**config.mk**
```make
export PLATFORM = sky130hd
export DESIGN_NAME = mhpq_level_cell
export DESIGN_NICKNAME = d
export VERILOG_FILES = /design/src/sv/min_heap_priority_queue_top_assert.svh /design/src/sv/mhpq_pkg.sv /design/src/sv/mhpq_level_cell.sv
export SDC_FILE = /design/constraint.sdc
export NUM_CORES = 1
export LEC_CHECK = 0
export BUFFER_PORTS_ARGS = -buffer_cell sky130_fd_sc_hd__clkbuf_2
export CAP_MARGIN = 15
export CORE_ASPECT_RATIO = 0.9
export CORE_MARGIN = 2
export CORE_UTILIZATION = 53
export CTS_CLUSTER_DIAMETER = 80
export DETAILED_ROUTE_END_ITERATION = 7
export GPL_ROUTABILITY_DRIVEN = 0
export PLACE_DENSITY = 0.9
export SLEW_MARGIN = 5
export SYNTH_ARGS = -nofsm -noshare
export SYNTH_HDL_FRONTEND = slang
export SYNTH_SLANG_ARGS = --single-unit
```
**constraint.sdc**
```tcl
create_clock -name clock -period 11.39 [get_ports clock]
set_input_delay 1.139 -clock clock [delete_from_list [all_inputs] [get_ports clock]]
set_output_delay 1.139 -clock clock [all_outputs]
set_load 0.02 [all_outputs]
```
**src/sv/min_heap_priority_queue_top_assert.svh**
```systemverilog
// ----------------------------------------------------------------------------
// Min-heap priority queue assertion macros
// Shared concurrent assertion forms, clocked on clock and disabled in reset.
// ----------------------------------------------------------------------------
`ifndef MIN_HEAP_PRIORITY_QUEUE_TOP_ASSERT_SVH
`define MIN_HEAP_PRIORITY_QUEUE_TOP_ASSERT_SVH

// The expression holds at every clock edge outside reset.
`define MHPQ_ASSERT_ALWAYS(label, expr, msg) \
   label: assert property (@(posedge clock) disable iff (reset) (expr)) else $error(msg);

// Whenever the first expression holds, the second holds at the same edge.
`define MHPQ_ASSERT_IMPLIES(label, pre, post, msg) \
   label: assert property (@(posedge clock) disable iff (reset) (pre) |-> (post)) else $error(msg);

`endif

```
**src/sv/mhpq_pkg.sv**
```systemverilog
`timescale 1ns / 1ps
// ----------------------------------------------------------------------------
// Min-heap priority queue package
// Entry, token and write-back types shared by the level cells and the top.
// ----------------------------------------------------------------------------
package mhpq_pkg;

   localparam int DATA_W     = 32;
   localparam int OCC_W      = 9;
   localparam int STATUS_W   = 2;
   localparam int REQ_DATA_W = 64;
   localparam int RSP_DATA_W = 80;

   localparam logic [STATUS_W-1:0] STATUS_DONE  = 2'd0;
   localparam logic [STATUS_W-1:0] STATUS_EMPTY = 2'd1;
   localparam logic [STATUS_W-1:0] STATUS_FULL  = 2'd2;

   localparam logic CMD_INSERT = 1'b0;
   localparam logic CMD_REMOVE = 1'b1;

   typedef struct packed {
      logic signed [DATA_W-1:0] pri;
      logic signed [DATA_W-1:0] dat;
   } entry_type;

   // Work token that travels down the row of level cells.
   typedef struct packed {
      logic                     valid;
      logic                     down;
      logic                     shift;
      logic signed [DATA_W-1:0] key;
      entry_type                carry;
   } token_type;

   // Write from a cell into the level above it.
   typedef struct packed {
      logic      valid;
      entry_type data;
   } wback_type;

   function automatic logic pri_less(input logic signed [DATA_W-1:0] a,
                                     input logic signed [DATA_W-1:0] b);
      return a < b;
   endfunction

endpackage

```
**src/sv/mhpq_level_cell.sv**
```systemverilog
`timescale 1ns / 1ps
// ----------------------------------------------------------------------------
// Min-heap level cell
// Holds one level of the heap and processes the work token for that level.
// ----------------------------------------------------------------------------
module mhpq_level_cell
   import mhpq_pkg::*;
#(
   parameter int LEVEL  = 1,
   parameter int LEVELS = 9,
   localparam int PW = LEVELS - 1,
   localparam int CW = LEVELS,
   localparam int LW = $clog2(LEVELS)
) (
   input  logic           clock,
   input  logic           reset,
   input  token_type      up_tok,
   input  logic [PW-1:0]  up_off,
   input  logic [PW-1:0]  up_path,
   input  logic [LW-1:0]  up_tgt,
   input  logic [CW-1:0]  up_cnt,
   output token_type      dn_tok,
   output logic [PW-1:0]  dn_off,
   output logic [PW-1:0]  dn_path,
   output logic [LW-1:0]  dn_tgt,
   output logic [CW-1:0]  dn_cnt,
   input  wback_type      dn_wb,
   input  logic [PW-1:0]  dn_wb_addr,
   output wback_type      up_wb,
   output logic [PW-1:0]  up_wb_addr,
   input  logic [PW-1:0]  rd_off,
   output entry_type      rd_data,
   output logic           done
);

   localparam logic LAST = (LEVEL == LEVELS - 1);

   token_type     tok_ff;
   logic [PW-1:0] off_ff;
   logic [PW-1:0] path_ff;
   logic [LW-1:0] tgt_ff;
   logic [CW-1:0] cnt_ff;
   token_type     dn_tok_ff;
   token_type     dn_tok_in;
   logic [PW-1:0] dn_off_ff;
   logic [PW-1:0] dn_off_in;
   logic [PW-1:0] dn_path_ff;
   logic [LW-1:0] dn_tgt_ff;
   logic [CW-1:0] dn_cnt_ff;
   logic          done_ff;
   logic          done_in;
   entry_type     rd_a_ff;
   entry_type     wr_data;
   logic          wr_en;
   logic          at_tgt;
   logic          ins_take;

   assign at_tgt   = (tgt_ff == LW'(LEVEL));
   assign ins_take = tok_ff.valid && !tok_ff.down &&
                     (at_tgt || tok_ff.shift || pri_less(tok_ff.key, rd_a_ff.pri));

   always_ff @(posedge clock) begin
      if (reset) begin
         tok_ff    <= '0;
         dn_tok_ff <= '0;
         done_ff   <= 1'b0;
      end else begin
         tok_ff    <= up_tok;
         dn_tok_ff <= dn_tok_in;
         done_ff   <= done_in;
      end
      off_ff     <= up_off;
      path_ff    <= up_path;
      tgt_ff     <= up_tgt;
      cnt_ff     <= up_cnt;
      dn_off_ff  <= dn_off_in;
      dn_path_ff <= path_ff << 1;
      dn_tgt_ff  <= tgt_ff;
      dn_cnt_ff  <= cnt_ff;
   end

   generate
      if (LEVEL == 0) begin : g_root
         entry_type root_ff;

         always_ff @(posedge clock) begin
            if (wr_en) begin
               root_ff <= wr_data;
            end
            rd_a_ff <= root_ff;
         end

         always_comb begin
            dn_tok_in  = '0;
            dn_off_in  = off_ff;
            done_in    = 1'b0;
            up_wb      = '0;
            up_wb_addr = '0;
            wr_en      = ins_take;
            wr_data    = tok_ff.carry;
            if (tok_ff.valid && !tok_ff.down) begin
               if (at_tgt) begin
                  done_in = 1'b1;
               end else begin
                  dn_tok_in       = tok_ff;
                  dn_tok_in.shift = ins_take;
                  if (ins_take) begin
                     dn_tok_in.carry = rd_a_ff;
                  end
                  dn_off_in = PW'({off_ff, path_ff[PW-1]});
               end
            end else if (tok_ff.valid) begin
               dn_tok_in = tok_ff;
            end
            if (dn_wb.valid && (dn_wb_addr == '0)) begin
               wr_en   = 1'b1;
               wr_data = dn_wb.data;
            end
         end
      end else begin : g_level
         localparam int DEPTH = 2 ** LEVEL;

         entry_type        mem [DEPTH];
         entry_type        rd_b_ff;
         logic [LEVEL-1:0] rd_a_addr;
         logic [LEVEL-1:0] rd_b_addr;
         logic [LEVEL-1:0] wr_addr;
         logic [LEVEL-1:0] sel_off;
         logic [CW-1:0]    left_idx;
         logic             left_ok;
         logic             pick_b;
         logic             swap;
         entry_type        sel;

         always_comb begin
            rd_a_addr = LEVEL'(rd_off);
            rd_b_addr = LEVEL'({up_off, 1'b1});
            if (up_tok.valid && !up_tok.down) begin
               rd_a_addr = LEVEL'(up_off);
            end else if (up_tok.valid) begin
               rd_a_addr = LEVEL'({up_off, 1'b0});
            end
         end

         always_ff @(posedge clock) begin
            if (wr_en) begin
               mem[wr_addr] <= wr_data;
            end
            rd_a_ff <= mem[rd_a_addr];
            rd_b_ff <= mem[rd_b_addr];
         end

         assign left_idx = CW'(2 ** LEVEL) + CW'({off_ff, 1'b0});
         assign left_ok  = (left_idx <= cnt_ff);
         assign pick_b   = (left_idx < cnt_ff) && pri_less(rd_b_ff.pri, rd_a_ff.pri);
         assign sel      = pick_b ? rd_b_ff : rd_a_ff;
         assign sel_off  = LEVEL'({off_ff, pick_b});
         assign swap     = left_ok && pri_less(sel.pri, tok_ff.carry.pri);

         always_comb begin
            dn_tok_in  = '0;
            dn_off_in  = '0;
            done_in    = 1'b0;
            up_wb      = '0;
            up_wb_addr = off_ff;
            wr_en      = 1'b0;
            wr_addr    = LEVEL'(off_ff);
            wr_data    = tok_ff.carry;
            if (tok_ff.valid && !tok_ff.down) begin
               wr_en = ins_take;
               if (at_tgt) begin
                  done_in = 1'b1;
               end else begin
                  dn_tok_in       = tok_ff;
                  dn_tok_in.shift = ins_take;
                  if (ins_take) begin
                     dn_tok_in.carry = rd_a_ff;
                  end
                  dn_off_in = PW'({off_ff, path_ff[PW-1]});
               end
            end else if (tok_ff.valid) begin
               up_wb.valid = 1'b1;
               up_wb.data  = swap ? sel : tok_ff.carry;
               if (swap && !LAST) begin
                  dn_tok_in = tok_ff;
                  dn_off_in = PW'(sel_off);
               end else begin
                  done_in = 1'b1;
               end
               if (swap && LAST) begin
                  wr_en   = 1'b1;
                  wr_addr = sel_off;
               end
            end
            if (dn_wb.valid) begin
               wr_en   = 1'b1;
               wr_addr = LEVEL'(dn_wb_addr);
               wr_data = dn_wb.data;
            end
         end
      end
   endgenerate

   assign dn_tok  = dn_tok_ff;
   assign dn_off  = dn_off_ff;
   assign dn_path = dn_path_ff;
   assign dn_tgt  = dn_tgt_ff;
   assign dn_cnt  = dn_cnt_ff;
   assign rd_data = rd_a_ff;
   assign done    = done_ff;

endmodule

```
==> impl_metrics.csv, run 1 <==
group,metric,value,unit
floorplan,num_rows,66,
route,vias,14498,
route,avgViaCountPerCell,5.75,
logic_synthesis,synthAdderAreaFrac,6.64,%
sta,relSlewSlack,24.6,%
global_routing,grt_pass1_vias,14671,
setup_path,cp.arrival,7.94,ns
global_routing,grt_pass1_wl,83.0,mm
setup_path,worstSetupStartpointType,"flip-flop",
sta,fin_tns_setup,0,ns
route,route.antenna.remaining_nets,0,
sta,hold_ws,0.326,ns
power_and_ir_drop,leakage,10.5,nW
logic_synthesis,syn_area,19200,sq um
sta,finalClockSkew,0.0146,ns
logic_synthesis,yosys_warnings,0,
min_path,hold_depth,0,
outcome,status,"completed",
logic_synthesis,async_flop_share,0,%
sta,maxSlewViolCount,0,
setup_path,required,10.25,ns
placement,hpwl,38.3,mm
global_routing,grt_max_degree,71,
logic_synthesis,yosysUniqueCellTypes,59,
cells_and_area,post-route-util,65.4,%
cells_and_area,final_cell_mix,"clkbuf_2, dfxtp_1, edfxtp_1, mux2_2",
sta,hold_violations,0,
route,wl_per_cell,22.2,microns
setup_path,criticalPathCategory,"flip-flop to primary output",
power_and_ir_drop,power.density,181,nW/um^2
clock_tree,root_buffer,"clkbuf_16",
logic_synthesis,syn_inst,1558,
sta,worstMarginPinSlew,1.13,ns
route,drcViolationCount,0,
logic_synthesis,synth-xor-area-share,0.274,%
clock_tree,clockBufferDepth,3,
cells_and_area,final_common_cell,"clkbuf_2",
cells_and_area,drive_gt1_share,34.6,%
min_path,hold_path.class,"flip-flop to flip-flop",
sta,rsz0062_at_grt,"false",
sta,fin_crit_sh,79.7,%
logic_synthesis,muxShareOfSynthArea,9.11,%
clock_tree,htreeDepth,2,
clock_tree,clk_pin_slew,0.06,ns
global_routing,grt-ovfl-total,0,
sta,fmax,110,MHz
logic_synthesis,avgSynthCellArea,12.3,sq um
floorplan,ios,477,
logic_synthesis,yosys_register_bits,512,
clock_tree,cts_tree,"done",
logic_synthesis,synth_edf_count,128,
logic_synthesis,synth_nets,1871,
clock_tree,cts_buffers,48,
route,drt-initial-drc-count,1032,
logic_synthesis,yosysSeqAreaShare,60.0,%
power_and_ir_drop,peakVddDrop,0.000161,V
floorplan,die_h,185,microns
floorplan,die_area,37800,sq um
placement,port_buffers,461,
logic_synthesis,synth_top_family_by_area,"compound AO/OA/AOI/OAI gates",
setup_path,setup.worst_path.end_class,"primary output",
clock_tree,clk-insertion-delay-late,0.57,ns
run,cap_viol_max_count,0,
sta,final-setup-viol-count,0,
logic_synthesis,yosys.area_share.simple,9.71,%
logic_synthesis,synth_compound_area_share,10.4,%
global_routing,antenna_found_initial,3,
setup_path,critPathMaxFanout,70,
cells_and_area,nNetsFinal,2319,
setup_path,r2r.worst_path.cells,21,
floorplan,core,35900,sq um
clock_tree,post-cts-setup-buffer-count,0,
global_routing,grt_use_total,28.8,%
cells_and_area,fillCellCount,2532,
logic_synthesis,synth_flop_cell,"dfxtp_1",
floorplan,die_x,205,microns
route,first_pass_iters,6,
floorplan,initial_utilization,53.5,%
clock_tree,ctsHoldBuffers,0,
clock_tree,cts-resized-gates,0,
clock_tree,numClockSinks,512,
route,drt_wl_total,55.9,mm
cells_and_area,area_growth_syn_to_layout,22.3,%
sta,layout_min_cycle_time,9.08,ns
## area by class of cell
| class | instances | area [sq um] | area share, % |
|---|---|---|---|
| Antenna cell | 1 | 2.50 | 0.0107 |
| Clock buffer | 63 | 1310 | 5.57 |
| Clock inverter | 27 | 256 | 1.09 |
| Inverter | 81 | 304 | 1.29 |
| Multi-Input combinational cell | 884 | 7030 | 29.9 |
| Sequential cell | 512 | 11500 | 49.1 |
| Tap cell | 476 | 596 | 2.53 |
| Timing Repair Buffer | 479 | 2470 | 10.5 |
## sequential cells by signal, summed over array words and instances, names as in the netlist
| signal | count |
|---|---|
| path_ff | 8 |
| tok_ff | 99 |
| g_level.rd_b_ff | 64 |
| dn_tgt | 4 |
| done | 1 |
| g_level.mem | 128 |
| dn_cnt | 9 |
| rd_data | 64 |
| dn_off | 8 |
| tgt_ff | 4 |
| cnt_ff | 9 |
| dn_path | 7 |
| dn_tok | 99 |
| up_wb_addr | 8 |
## kinds of logic after synthesis
kind of cell,Yosys count
mux,159
flops,512
simple gates,346
compound gates,270
buf+inv,162
xor+xnor,6
other cells,1
fa+ha+maj,102
## final timing paths
kind,startpoint,to,slack (ns)
setup reg to reg,up_wb_addr[0]$_DFF_P_,dn_tok[88]$_SDFF_PP0_,3.57
hold reg to reg,path_ff[6]$_DFF_P_,dn_path[7]$_DFF_P_,0.33
setup / recovery,up_wb_addr[0]$_DFF_P_,up_wb[7],2.31
hold / removal,path_ff[6]$_DFF_P_,dn_path[7]$_DFF_P_,0.33
## routing by layer
layer	up-vias	global-route usage, %	wire [microns]
met1	7023	35.0	21300
met5	-	0	46
met3	157	6.24	5350
met4	6	11.6	1920
li1	6458	-	-
met2	854	49.7	27300
## critical path, stage by stage (launching register included)
cell and delay, ns:
dfxtp_1 0.49, ha_1 0.25, nand3_1 0.14, xnor2_1 0.17, ha_1 0.32, and4_1 0.22
o221ai_1 0.13, a32oi_1 0.31, buf_4 0.22, nand2b_4 0.57, buf_4 0.59, mux2_1 0.40
ha_1 0.41, nor2b_1 0.33, nand2b_1 0.15, o32a_1 0.22, o211ai_1 0.13, nor3b_1 0.30
a21o_4 0.71, buf_4 0.65, nor2_1 0.10, a211oi_1 0.28, clkbuf_2 0.23
## stage by stage
step                cells  setup WS, ns  power (W)  instance area, sq um
floorplan            1558          1.87    0.00248                 19200
global placement     2431          3.05    0.00265                 21900
detailed placement   2432          2.92    0.00268                 21900
CTS                  2522          2.25    0.00427                 23500
global route         2522          1.86    0.00441                 23500
finish               2523          2.31    0.00426                 23500
## power breakdown
part | switching, W | internal [W] | leakage (nW) | total, W
combinational | 0.000387 | 0.000232 | 5.31 | 0.000619
sequential | 0.0000677 | 0.00197 | 4.42 | 0.00204
clock | 0.000695 | 0.000908 | 0.779 | 0.00160
total | 0.00115 | 0.00311 | 10.5 | 0.00426
## cells in the mapped netlist (6+ instances only)
library cell | instances | area share [%]
dfxtp_1 | 384 | 40
a22o_1 | 49 | 2.2
nor3_1 | 8 | 0.21
o31ai_1 | 32 | 1.3
nor2_1 | 47 | 0.92
a21oi_1 | 21 | 0.55
ha_1 | 102 | 6.6
mux2_2 | 126 | 7.4
a2111oi_0 | 6 | 0.27
clkbuf_1 | 48 | 0.94
and4_1 | 7 | 0.32
edfxtp_1 | 128 | 20
a21o_1 | 14 | 0.55
nand2_1 | 55 | 1.1
mux2i_1 | 32 | 1.7
buf_2 | 16 | 0.42
nand3_1 | 53 | 1.4
a211oi_1 | 25 | 0.98
a2bb2oi_1 | 15 | 0.68
o21ai_0 | 64 | 1.7
inv_1 | 80 | 1.6
o211ai_1 | 6 | 0.23
nand4_1 | 13 | 0.42
a211oi_2 | 12 | 0.78
and2_1 | 39 | 1.3
nand2b_1 | 9 | 0.29
buf_6 | 10 | 0.59
buf_4 | 6 | 0.23
nor2b_1 | 103 | 3.4
No activity file was read; power rests on OpenSTA's default activity.
==> run 2, diff against run 1 <==
==> constraint.sdc (replaced) <==
create_clock -name clock -period 9.5 [get_ports clock]
set_input_delay 0.95 -clock clock [delete_from_list [all_inputs] [get_ports clock]]
set_output_delay 0.95 -clock clock [all_outputs]
set_load 0.02 [all_outputs]
==> run 2 against run 1 <==
Effect of this change:
- global-route usage is essentially flat
- register-to-register slack lost 1.6 ns
- sequential power grew 20%
- critical endpoint is now up_wb[21]
- first-iteration DRC count grew 13%
- via count is essentially flat
- clock skew grew 0.0072 ns
==> impl_metrics.csv, run 2 (synthesized netlist as in run 1, its figures left out) <==
group,metric,value,unit
placement,place_area,21900,sq um
setup_path,cp.arrival,7.46,ns
clock_tree,htreeDepth,2,
cells_and_area,fillCellCount,2460,
power_and_ir_drop,swShare,26.9,%
setup_path,critPathMaxFanout,55,
sta,finalClockSkew,0.0218,ns
route,route.antenna.remaining_nets,0,
clock_tree,numClockSinks,512,
floorplan,core,35900,sq um
cells_and_area,final_cell_mix,"clkbuf_2, dfxtp_1, edfxtp_1, mux2_2",
global_routing,grt_pass1_vias,14875,
placement,port_buffers,461,
sta,fin_crit_sh,88.6,%
sta,layout_min_cycle_time,8.41,ns
cells_and_area,regMostFlops,"g_level.mem",
placement,hpwl,38.7,mm
power_and_ir_drop,combPwrFrac,14.4,%
min_path,hold_path.class,"flip-flop to flip-flop",
clock_tree,post-cts-setup-buffer-count,0,
route,avgViaCountPerCell,5.75,
cells_and_area,largest_register_ff_count,128,
power_and_ir_drop,p_clk_share,38.3,%
clock_tree,cts_buffers,48,
global_routing,grt_pass1_wl,82.9,mm
setup_path,criticalPathCategory,"flip-flop to primary output",
setup_path,critPathMaxStageDelay,0.61,ns
global_routing,grt_max_degree,70,
sta,worstMarginPinSlew,1.16,ns
power_and_ir_drop,p_seq_share,47.3,%
cells_and_area,area_growth_syn_to_layout,22.7,%
floorplan,ios,477,
setup_path,required,8.55,ns
cells_and_area,nNetsFinal,2319,
setup_path,reg2reg_from,"up_wb_addr[0]$_DFF_P_",
clock_tree,clockBufferDepth,3,
setup_path,crit_chain,"and4_1, nand2_1, xnor2_1, ha_1, and4_1, o221ai_1, a32oi_1, buf_4, nand2b_4, buf_4, mux2_2, ha_1, or3_1, o21ai_0, o32a_1, o211ai_1, nor3b_1, a21o_4, nor2_1, a211oi_1, clkbuf_2",
setup_path,slowest_stage,"a21o_4",
route,wl_per_cell,22.3,microns
floorplan,die_h,185,microns
clock_tree,cts_tree,"done",
route,drcViolationCount,0,
route,drt_wl_total,56.3,mm
cells_and_area,final_common_cell,"clkbuf_2",
power_and_ir_drop,peakVddDrop,0.000196,V
outcome,status,"completed",
clock_tree,cts-resized-gates,0,
floorplan,die_x,205,microns
placement,pre_cts_slack,1.79,ns
global_routing,grt-ovfl-total,0,
sta,relSlewSlack,22.2,%
sta,rsz0062_at_grt,"false",
sta,hold_violations,0,
route,vias,14506,
cells_and_area,drive_gt1_share,34.7,%
setup_path,setup.worst_path.end_class,"primary output",
sta,hold_ws,0.330,ns
power_and_ir_drop,power.density,219,nW/um^2
setup_path,crit_path_start,"up_wb_addr[0]$_DFF_P_",
run,cap_viol_max_count,0,
sta,fin_ws,1.09,ns
clock_tree,clk-insertion-delay-late,0.58,ns
power_and_ir_drop,p_sw,0.00139,W
sta,final-setup-viol-count,0,
setup_path,worstSetupStartpointType,"flip-flop",
floorplan,initial_utilization,53.5,%
clock_tree,ctsHoldBuffers,0,
route,drt-initial-drc-count,1163,
clock_tree,root_buffer,"clkbuf_16",
min_path,worstHoldStart,"path_ff[3]$_DFF_P_",
sta,maxSlewViolCount,0,
route,first_pass_iters,7,
floorplan,die_area,37800,sq um
global_routing,grt_use_total,28.8,%
power_and_ir_drop,leakage,10.5,nW
floorplan,num_rows,66,
clock_tree,clk_pin_slew,0.06,ns
global_routing,antenna_found_initial,6,
sta,fmax,119,MHz
power_and_ir_drop,power.internal,0.00378,W
cells_and_area,final_area,23600,sq um
-- run 2: power groups by stage --
stage	logic [W]	clock network [W]	registers (W)
finish	0.000744	0.00198	0.00245
global route	0.000798	0.00208	0.00246
CTS	0.000738	0.00199	0.00245
detailed placement	0.000726	0	0.00249
global placement	0.000697	0	0.00248
floorplan	0.000446	0	0.00253
-- run 2: cell type report --
cell class | instances | area [sq um] | area share, %
sequential | 512 | 11500 | 48.9
clock buffer | 72 | 1510 | 6.40
inverter | 81 | 304 | 1.29
antenna | 2 | 5.00 | 0.0212
multi-input combinational | 884 | 7030 | 29.8
tap | 476 | 596 | 2.53
timing repair buffer | 479 | 2460 | 10.4
clock inverter | 16 | 140 | 0.594
-- run 2: per-stage QoR --
step	power, W	cells	setup TNS [ns]	utilization, %
finish	0.00517	2522	0	65.6
global placement	0.00318	2432	0	61.0
CTS	0.00518	2520	0	65.6
global route	0.00533	2521	0	65.6
floorplan	0.00297	1558	-2.81	-
detailed placement	0.00322	2432	0	61.0
-- run 2: final timing paths --
kind                            to  depth (start not counted)  slack [ns]
max                      up_wb[21]                         21        1.09
min             dn_path[4]$_DFF_P_                          0        0.33
max reg2reg  dn_tok[83]$_SDFF_PP0_                         21        1.99
min reg2reg     dn_path[4]$_DFF_P_                          0        0.33
-- run 2: worst max-delay path: cells and delay by family, from the launching register on --
kind                     cells  cell delay (ns)
AO/OA/AOI/OAI                7             2.01
XOR/XNOR                     1             0.17
adder cells (fa/ha/maj)      2             0.62
buffers and inverters        3             1.07
flip-flops                   1             0.50
multiplexers                 1             0.43
AND/OR/NAND/NOR              7             1.99
-- run 2: per-layer routing --
layer  global-route usage [%]  part of all wire (%)
met1                     34.1                    38
met5                        0                 0.068
met2                     49.5                    49
met4                     14.0                   4.2
met3                     6.38                   8.9
==> run 3, diff against run 2 <==
--- a/config.mk
+++ b/config.mk
@@ -5,7 +5,7 @@
 export SDC_FILE = /design/constraint.sdc
 export NUM_CORES = 1
 export LEC_CHECK = 0
-export BUFFER_PORTS_ARGS = -buffer_cell sky130_fd_sc_hd__clkbuf_2
+export BUFFER_PORTS_ARGS = -buffer_cell sky130_fd_sc_hd__buf_2
 export CAP_MARGIN = 15
 export CORE_ASPECT_RATIO = 0.9
 export CORE_MARGIN = 2
==> run 3 against run 2 <==
Effect of this change:
- design area about the same
- via count about the same
- global-route usage up 0.72 points
- sequential cell count unchanged
- largest power group unchanged
==> impl_metrics.csv, run 3 (synthesized netlist as in run 1, its figures left out) <==
group,metric,value,unit
route,drt_wl_total,57.5,mm
clock_tree,clk-insertion-delay-late,0.59,ns
clock_tree,cts-resized-gates,0,
global_routing,grt_max_degree,65,
route,drcViolationCount,0,
placement,place_area,21900,sq um
sta,finalClockSkew,0.0417,ns
setup_path,slowest_stage,"nand2b_4",
cells_and_area,largest_register_ff_count,128,
clock_tree,root_buffer,"clkbuf_16",
power_and_ir_drop,power.internal,0.00377,W
floorplan,die_h,185,microns
power_and_ir_drop,leakage,10.6,nW
power_and_ir_drop,combPwrFrac,14.5,%
placement,port_buffers,461,
cells_and_area,final_common_cell,"buf_2",
route,vias,14515,
route,first_pass_iters,7,
setup_path,worstSetupStartpointType,"flip-flop",
global_routing,grt_pass1_wl,84.5,mm
clock_tree,cts_tree,"done",
sta,fin_ws,1.16,ns
clock_tree,ctsHoldBuffers,0,
global_routing,antenna_found_initial,8,
route,route.antenna.remaining_nets,0,
power_and_ir_drop,swShare,27.3,%
run,cap_viol_max_count,0,
setup_path,setup.worst_path.end_class,"primary output",
placement,pre_cts_slack,1.96,ns
floorplan,ios,477,
power_and_ir_drop,power.density,220,nW/um^2
power_and_ir_drop,total_power,0.00518,W
cells_and_area,final_cell_mix,"buf_2, dfxtp_1, edfxtp_1, mux2_2",
placement,hpwl,38.8,mm
sta,layout_min_cycle_time,8.34,ns
route,drt-initial-drc-count,1183,
sta,hold_violations,0,
clock_tree,htreeDepth,2,
sta,worstMarginPinSlew,1.16,ns
sta,fmax,120,MHz
setup_path,crit_chain,"ha_1, nand3_1, xnor2_1, ha_1, and4_1, o221ai_1, a32oi_1, buf_4, nand2b_4, mux2_2, ha_1, a21o_1, a21o_1, a2111oi_0, o32a_1, o211ai_1, nor3b_1, a21o_4, buf_4, nor2_1, a211oi_1, buf_2",
setup_path,criticalPathCategory,"flip-flop to primary output",
clock_tree,clk_pin_slew,0.07,ns
clock_tree,post-cts-setup-buffer-count,0,
cells_and_area,final_area,23600,sq um
power_and_ir_drop,peakVddDrop,0.000267,V
clock_tree,clockBufferDepth,3,
setup_path,critPathMaxFanout,41,
route,wl_per_cell,22.7,microns
cells_and_area,area_growth_syn_to_layout,22.8,%
setup_path,cp_num_buf_inv,3,
cells_and_area,regMostFlops,"g_level.mem",
global_routing,grt-ovfl-total,0,
setup_path,required,8.55,ns
floorplan,core,35900,sq um
setup_path,cp_top_family,"compound AO/OA/AOI/OAI gates",
cells_and_area,fillCellCount,2535,
power_and_ir_drop,p_sw,0.00141,W
clock_tree,numClockSinks,512,
sta,relSlewSlack,22.3,%
setup_path,critPathMaxStageDelay,0.62,ns
min_path,hold_path.class,"flip-flop to flip-flop",
sta,maxSlewViolCount,0,
sta,final-setup-viol-count,0,
sta,rsz0062_at_grt,"false",
setup_path,cp.arrival,7.39,ns
setup_path,critPathMostFrequentCell,"ha_1",
floorplan,die_x,205,microns
cells_and_area,nNetsFinal,2323,
sta,hold_ws,0.333,ns
cells_and_area,drive_gt1_share,34.7,%
global_routing,grt_use_total,29.5,%
floorplan,die_area,37800,sq um
power_and_ir_drop,p_seq_share,47.3,%
power_and_ir_drop,p_clk_share,38.3,%
clock_tree,cts_buffers,49,
sta,fin_crit_sh,87.8,%
route,avgViaCountPerCell,5.74,
global_routing,grt_pass1_vias,14830,
outcome,status,"completed",
floorplan,initial_utilization,53.5,%
floorplan,num_rows,66,
==> run 3: metal layers <==
layer  vias up  part of all wire [%]  track usage, %
li1       6473                     -               -
met1      6998                    38            35.7
met2       851                    48            49.8
met3       183                   8.7            6.45
met4        10                   4.5            14.7
met5         -                  0.11               0
==> run 3: final cells by class <==
type	count	area (sq um)	share of cell area (%)
Timing Repair Buffer	482	2470	10.5
Clock inverter	26	297	1.26
Multi-Input combinational cell	884	7030	29.8
Inverter	81	304	1.29
Tap cell	476	596	2.53
Clock buffer	66	1340	5.69
Sequential cell	512	11500	48.9
Antenna cell	3	7.51	0.0318
==> run 3: power by group through the flow <==
stage	Combinational, W	Sequential (W)	Clock [W]
2_1_floorplan	0.000446	0.00253	0
3_3_place_gp	0.000701	0.00248	0
3_5_place_dp	0.000732	0.00249	0
4_1_cts	0.000745	0.00245	0.00200
5_1_grt	0.000805	0.00246	0.00209
6_report	0.000750	0.00245	0.00198
==> run 3: metrics by stage <==
stage	setup TNS, ns	instances	utilization, %
after floorplan	-2.81	1558	-
after global placement	0	2434	61.0
after detailed placement	0	2435	61.1
after CTS	0	2527	65.6
after global routing	0	2530	65.6
final	0	2530	65.6
==> run 3: path summary, 6_finish.rpt <==
path,startpoint,end,slack [ns],depth (start not counted)
worst max-delay path,up_wb_addr[0]$_DFF_P_,up_wb[16],1.16,22
worst min-delay path,path_ff[3]$_DFF_P_,dn_path[4]$_DFF_P_,0.33,0
worst min register to register,path_ff[3]$_DFF_P_,dn_path[4]$_DFF_P_,0.33,0
worst max register to register,up_wb_addr[0]$_DFF_P_,dn_tok[95]$_SDFF_PP0_,2.13,21
